**config.mk**
```make
export PLATFORM = sky130hd
export DESIGN_NAME = ptds_cell
export DESIGN_NICKNAME = d
export VERILOG_FILES = /design/src/hw/rtl/ptds_pkg.sv /design/src/hw/rtl/ptds_cell.sv
export SDC_FILE = /design/constraint.sdc
export NUM_CORES = 1
export LEC_CHECK = 0
export ABC_AREA = 0
export BUFFER_PORTS_ARGS = -buffer_cell sky130_fd_sc_hd__buf_2
export CORE_AREA = 4 4 274 276
export CTS_BUF_LIST = sky130_fd_sc_hd__clkbuf_16
export CTS_CLUSTER_SIZE = 25
export DETAILED_ROUTE_END_ITERATION = 12
export DIE_AREA = 0 0 278 280
export SYNTH_ARGS = -nofsm -noshare
export SYNTH_HDL_FRONTEND = slang
export SYNTH_SLANG_ARGS = --single-unit
```
**constraint.sdc**
```tcl
create_clock -name i_clk -period 5.4 [get_ports i_clk]
set_input_delay 0.81 -clock i_clk [delete_from_list [all_inputs] [get_ports i_clk]]
set_output_delay 0.81 -clock i_clk [all_outputs]
set_load 0.01 [all_outputs]
```
**src/hw/rtl/ptds_pkg.sv**
```systemverilog
package ptds_pkg;

    typedef enum logic [1:0] {
        K_ADD  = 2'd0,
        K_POLL = 2'd1,
        K_DONE = 2'd2,
        K_NONE = 2'd3
    } t_kind;

    typedef enum logic [2:0] {
        R_ADDED = 3'd0,
        R_FULL  = 3'd1,
        R_DUE   = 3'd2,
        R_END   = 3'd3,
        R_DONE  = 3'd4,
        R_BAD   = 3'd5
    } t_res;

    typedef enum logic [1:0] {
        OP_IDLE = 2'd0,
        OP_ADD  = 2'd1,
        OP_HIT  = 2'd2,
        OP_DONE = 2'd3
    } t_op;

    localparam logic [31:0] WAIT_NONE = 32'hFFFF_FFFF;
    localparam logic [31:0] WAIT_IDLE = 32'd1;

    typedef struct packed {
        logic [1:0]  kind;
        logic [31:0] now_ms;
        logic [31:0] period_ms;
        logic [7:0]  priority_req;
        logic [3:0]  slot;
        logic [31:0] duration_ms;
    } t_in_beat;

    typedef struct packed {
        logic [2:0]  result_kind;
        logic [3:0]  task_slot;
        logic [31:0] wait_ms;
        logic        overrun;
        logic [31:0] runs_done;
        logic [31:0] longest_ms;
        logic        last;
    } t_out_beat;

    // command broadcast to every cell
    typedef struct packed {
        t_op         op;
        logic [31:0] now;
        logic [31:0] period;
        logic [7:0]  prio;
        logic [31:0] dur;
    } t_cmd;

    typedef struct packed {
        logic [31:0] period;
        logic [7:0]  rank;
        logic [31:0] last_start;
        logic [31:0] deadline;
        logic [31:0] runs;
        logic [31:0] busy;
        logic [31:0] peak;
        logic [31:0] late;
    } t_entry;

    // read-back of the selected cell, zero when not selected
    typedef struct packed {
        logic        due;
        logic [31:0] diff;
        logic [31:0] runs;
        logic [31:0] peak;
        logic [31:0] deadline;
    } t_rd;

endpackage

```
**src/hw/rtl/ptds_cell.sv**
```systemverilog
module ptds_cell import ptds_pkg::*; #(
    parameter int IDX = 0,
    parameter int TW  = 5
) (
    input  logic          i_clk,
    input  t_cmd          i_cmd,
    input  logic          i_sel,
    input  logic [TW-1:0] i_total,
    input  t_entry        i_left,
    input  logic          i_left_g,
    output t_entry        o_entry,
    output logic          o_g,
    output logic          o_take,
    output t_rd           o_rd
);

    t_entry      r_e;
    t_entry      new_e;
    logic        valid;
    logic        at_end;
    logic [31:0] elapsed;

    assign valid   = 32'(IDX) < 32'(i_total);
    assign at_end  = 32'(IDX) == 32'(i_total);
    // at or after the insertion point
    assign o_g     = (valid && (r_e.rank < i_cmd.prio)) || at_end;
    assign o_take  = o_g && !i_left_g;
    assign o_entry = r_e;
    assign elapsed = i_cmd.now - r_e.last_start;

    always_comb begin
        new_e            = '0;
        new_e.period     = i_cmd.period;
        new_e.rank       = i_cmd.prio;
        new_e.last_start = i_cmd.now;
    end

    always_comb begin
        o_rd = '0;
        if (i_sel) begin
            o_rd.due      = elapsed >= r_e.period;
            o_rd.diff     = r_e.period - elapsed;
            o_rd.runs     = r_e.runs;
            o_rd.peak     = r_e.peak;
            o_rd.deadline = r_e.deadline;
        end
    end

    always_ff @(posedge i_clk) begin
        case (i_cmd.op)
            OP_ADD: begin
                if (o_g) begin
                    r_e <= i_left_g ? i_left : new_e;
                end
            end
            OP_HIT: begin
                if (i_sel) begin
                    r_e.deadline   <= r_e.last_start + r_e.period;
                    r_e.last_start <= i_cmd.now;
                    r_e.runs       <= r_e.runs + 32'd1;
                end
            end
            OP_DONE: begin
                if (i_sel) begin
                    r_e.busy <= r_e.busy + i_cmd.dur;
                    if (i_cmd.dur > r_e.peak) r_e.peak <= i_cmd.dur;
                    if (i_cmd.now > r_e.deadline) r_e.late <= r_e.late + 32'd1;
                end
            end
            default: ;
        endcase
    end

endmodule
```
After elaboration in Yosys (flattened, before gate mapping)
Cells that the tools add are included.
- add/subtract/negate cells: 6
- muxes and demuxes: 9
- $lt $le $gt $ge: 5
- eq/ne operators: 8
- reduce and logical (&&, ||, !) cells: 12
- operator list (kind ; number):
    96-bit case mux with 2 select lines ; 2
    232-bit two-way mux ; 1
    192-bit two-way mux ; 1
    96-bit two-way mux ; 2
    129-bit two-way mux ; 1
    32-bit by 1-bit adder with 32-bit output, second input constant ; 2
    32-bit adder ; 2
    32-bit greater-than comparator ; 2
    32-bit two-way mux ; 2
    32-bit subtractor ; 2
    32-bit greater-or-equal comparator ; 1
    2-bit inequality test, second input constant ; 5
    8-bit < comparator ; 1
    4-bit AND reduction ; 2
    3-bit AND reduction ; 2
    5-bit logical NOT ; 1
    1-bit by 5-bit < comparator with 1-bit output, first input constant ; 1
    2-bit equality test, second input constant ; 2
    2-bit nonzero test ; 2
    2-bit by 1-bit equality test with 1-bit output, second input constant ; 1
    1-bit logical AND ; 2
    2-bit AND reduction ; 1
    1-bit logical NOT ; 1
    1-bit logical OR ; 1
- register bits: 232
- bits of input ports: 346

Depth between registers and ports, before layout
- word-level depth: 5
- mapped depth: 21
- depth with buffers taken out: 21

Least setup slack after synthesis
No wires, ideal clock.
- path type: input port to flip-flop
- start: in i_cmd[37] (netlist name)
- end: reg r_e, in the netlist o_entry[32], enable pin
- setup time: 0.468 ns
- slack: -0.401 ns
- data required time: 4.932 ns
- data arrival time: 5.333 ns
- path buffers: 0
- stages on the path: 9
- path through: inv_1 ha_1 a21o_1 a221oi_1 o21ai_0 a21o_1 o21ai_0 o211a_1 nor3b_1
- word-level cells in the longest chain between the ends: 5
- RTL lines (element ; line ; text):
    start: declaration ; ptds_cell.sv:6 ; input t_cmd i_cmd,
    8-bit < comparator ; ptds_cell.sv:26 ; assign o_g = (valid && (r_e.rank < i_cmd.prio)) || at_end;
    1-bit logical AND ; ptds_cell.sv:26 ;
    1-bit logical OR ; ptds_cell.sv:26 ;
    named net o_g ; ptds_cell.sv:12 ; output logic o_g,
    2-bit inequality test (no source line) ; n/a ;
    4-bit AND reduction (no source line) ; n/a ;
    end signal: assignment ; ptds_cell.sv:53 ; r_e <= i_left_g ? i_left : new_e;
    end: declaration ; ptds_cell.sv:17 ; t_entry r_e;
The timed path passes the listed nets, and every way through them passes these cells.
A chain may end at the register's enable or synchronous reset.

==> results.cfg <==
[run_status]
status = finished with violations
violations = setup timing

[sta]
fmax_ghz = 0.181
fin_tns_setup_ps = -729
slew_viol_final = 0
setup_viol = 12
min_period_ps = 5530
hold_violations = 0
tightestPinTransition_ps = 1130
skew_ps = 20.7
final.period_utilization = 1.02
holdWs_ps = 473
rsz0062_at_grt = yes
relSlewSlack = 0.247
setup_ws_ps = -134

[critical_path]
cp_common_cell = buf_4
criticalPathCategory = reg2out
path_cells = ha_4 > inv_2 > fa_2 > a21o_1 > nand3_2 > a31o_4 > buf_6 > o31ai_4 > buf_4 > xnor2_1 > ha_1 > and3_4 > and4_1 > a221o_1 > o21ai_1 > buf_4 > buf_4 > a21oi_2 > o21a_1 > o21a_1 > buf_6
slowest_stage = edfxtp_1
end_kind = output port
critPathLaunchType = flop
path_buf_inv = 6
crit_required_ps = 4590
cp.arrival_ps = 4720
critical_path.max_stage_delay_ps = 460
cp_max_fo = 4
critPathTopFamily = compound AO/OA/AOI/OAI gates

[logic_synthesis]
synthMuxAreaShare = 0.0386
yosys.cell_count.top_type = edfxtp_1
synth_commonest_cells = 232 x edfxtp_1, 203 x nand3_1, 198 x ha_1, 198 x o21ai_0, 189 x nand2_1
synth_area_leaders = edfxtp_1 35%, ha_1 12%, nand3_1 5.1%
yosys_most_used_dff = edfxtp_1
synth.distinct_cells = 78
synth_xor_area_frac = 0.0725
synth_top_cell_by_area = edfxtp_1
syn_nets = 2794
synth_top_family_by_area = simple AND/OR/NAND/NOR gates
yosysTopAreaCellShare = 0.349
yosysWarnings = 0
netlist_area_um2 = 19900
synth_compound_area_frac = 0.180
synth_cells = 2246
synthArstFlopShare = 0
avgSynthCellArea_um2 = 8.88
yosys.area_share.simple = 0.182
synth_edf_count = 232
ys_seq_area_frac = 0.349
yosys_register_bits = 232
synthAdderAreaFrac = 0.128

[global_routing]
grt_pass1_vias = 20300
grt_max_degree = 92
grt_antenna_before_repair = 13
grt_pass1_wl_mm = 127
overflow = 0
grt_use_total = 0.213

[drt]
vias = 20500
vias_per_cell = 5.05
routed_wl_mm = 88.7
ant_nets = 0
drc = 0
drt-initial-drc-count = 1327
drtPass1Iterations = 7
avgRoutedWirePerCell_um = 21.9

[cts]
clock-root-buffer = clkbuf_16
clk_latency_ps = 610
clock-sinks = 232
cts_tree = done
cts_made_buffers = 31
clk_pin_slew_worst_paths_ps = 60
h-tree-depth = 1
clk_path_buf_depth = 3
cts_hold_buf = 0

[place]
place_hpwl_mm = 71.4
gp_congestion = 0.930
port_buffers = 708

[floorplanning]
die_w_um = 278
rows = 99
die_h_um = 280
boundaryPins = 709
fp.coreArea_um2 = 72600
start_util = 0.275
dieArea_um2 = 77800

[pwr]
p_leak_uw = 0.0127
ir_drop_v = 0.000228
power_density_nw_per_um2 = 269

[final_layout]
area_growth_pct = 36.2
largest_reg_flops = 232
final_nets = 3612
drive_gt1_frac = 0.356

[flow_run]
maxCapViolations = 0

[hold_path]
min_path_type = in2reg
==> kinds of logic after synthesis <==
| logic type | after synthesis |
|---|---|
| simple gates | 752 |
| compound gates | 568 |
| buf+inv | 258 |
| flops | 232 |
| fa+ha+maj | 202 |
| xor+xnor | 165 |
| mux | 69 |
==> cell type report <==
type,instances,area (µm²)
Clock inverter,25,170
Antenna cell,7,17.5
Clock buffer,31,776
Fill cell,7577,45400
Multi-Input combinational cell,1756,12500
Timing Repair Buffer,894,5010
Tap cell,959,1200
Sequential cell,232,6970
Inverter,149,562
==> layer usage <==
metal	share of wire	GRT usage	wire, µm
met4	0.037	0.0677	3300
met2	0.49	0.383	43600
met5	0.00061	0	54
met1	0.40	0.253	35300
met3	0.073	0.0498	6470
==> layout by cell type, fill, tap and decap left out, types with 82 or more instances in the layout <==
cell type and instances:
a21o_1 92, a21oi_1 103, buf_2 705, buf_4 176
edfxtp_1 232, ha_1 195, inv_1 154, nand2_1 186
nand3_1 201, nor2_1 152, o21ai_0 184, xor2_1 82
==> final timing paths <==
kind,slack [ps],from,cells after the start,end
hold / removal,470,i_left[193],3,o_entry[193]
setup reg to reg,1650,o_entry[160],12,o_entry[152]
hold reg to reg,660,o_entry[64],3,o_entry[64]
setup / recovery,-130,o_entry[160],21,o_rd[122]
==> power breakdown <==
part | switching [µW] | leakage, µW | internal (µW)
sequential | 123 | 0.00221 | 2160
clock | 875 | 0.000506 | 1130
combinational | 1680 | 0.00997 | 1330
==> repair_timing <==
action / 4_1_cts / 5_1_grt
gates resized for setup: 70 / 40
setup buffers: 13 / 13
setup endpoints to repair: 20 / 21
pin swaps: 51 / 39
gates cloned: 0 / 0
==> stage by stage <==
stage               cells  worst slack [ps]   util  total power (µW)  cell area (µm²)
finish               4053              -134  0.374              7300            27200
global route         4049              -299  0.374              7700            27200
CTS                  4034              -146  0.370              7270            26800
detailed placement   3965              -559  0.352              5110            25500
global placement     3965              -452  0.352              5100            25500
floorplan            2246               136      -              3860            19900
==> tightest hold or removal path, cell delays in order <==
cell and delay (ps):
buf_2 70, nand2_1 40, o21ai_0 50
(Power assumes the default switching activity.)
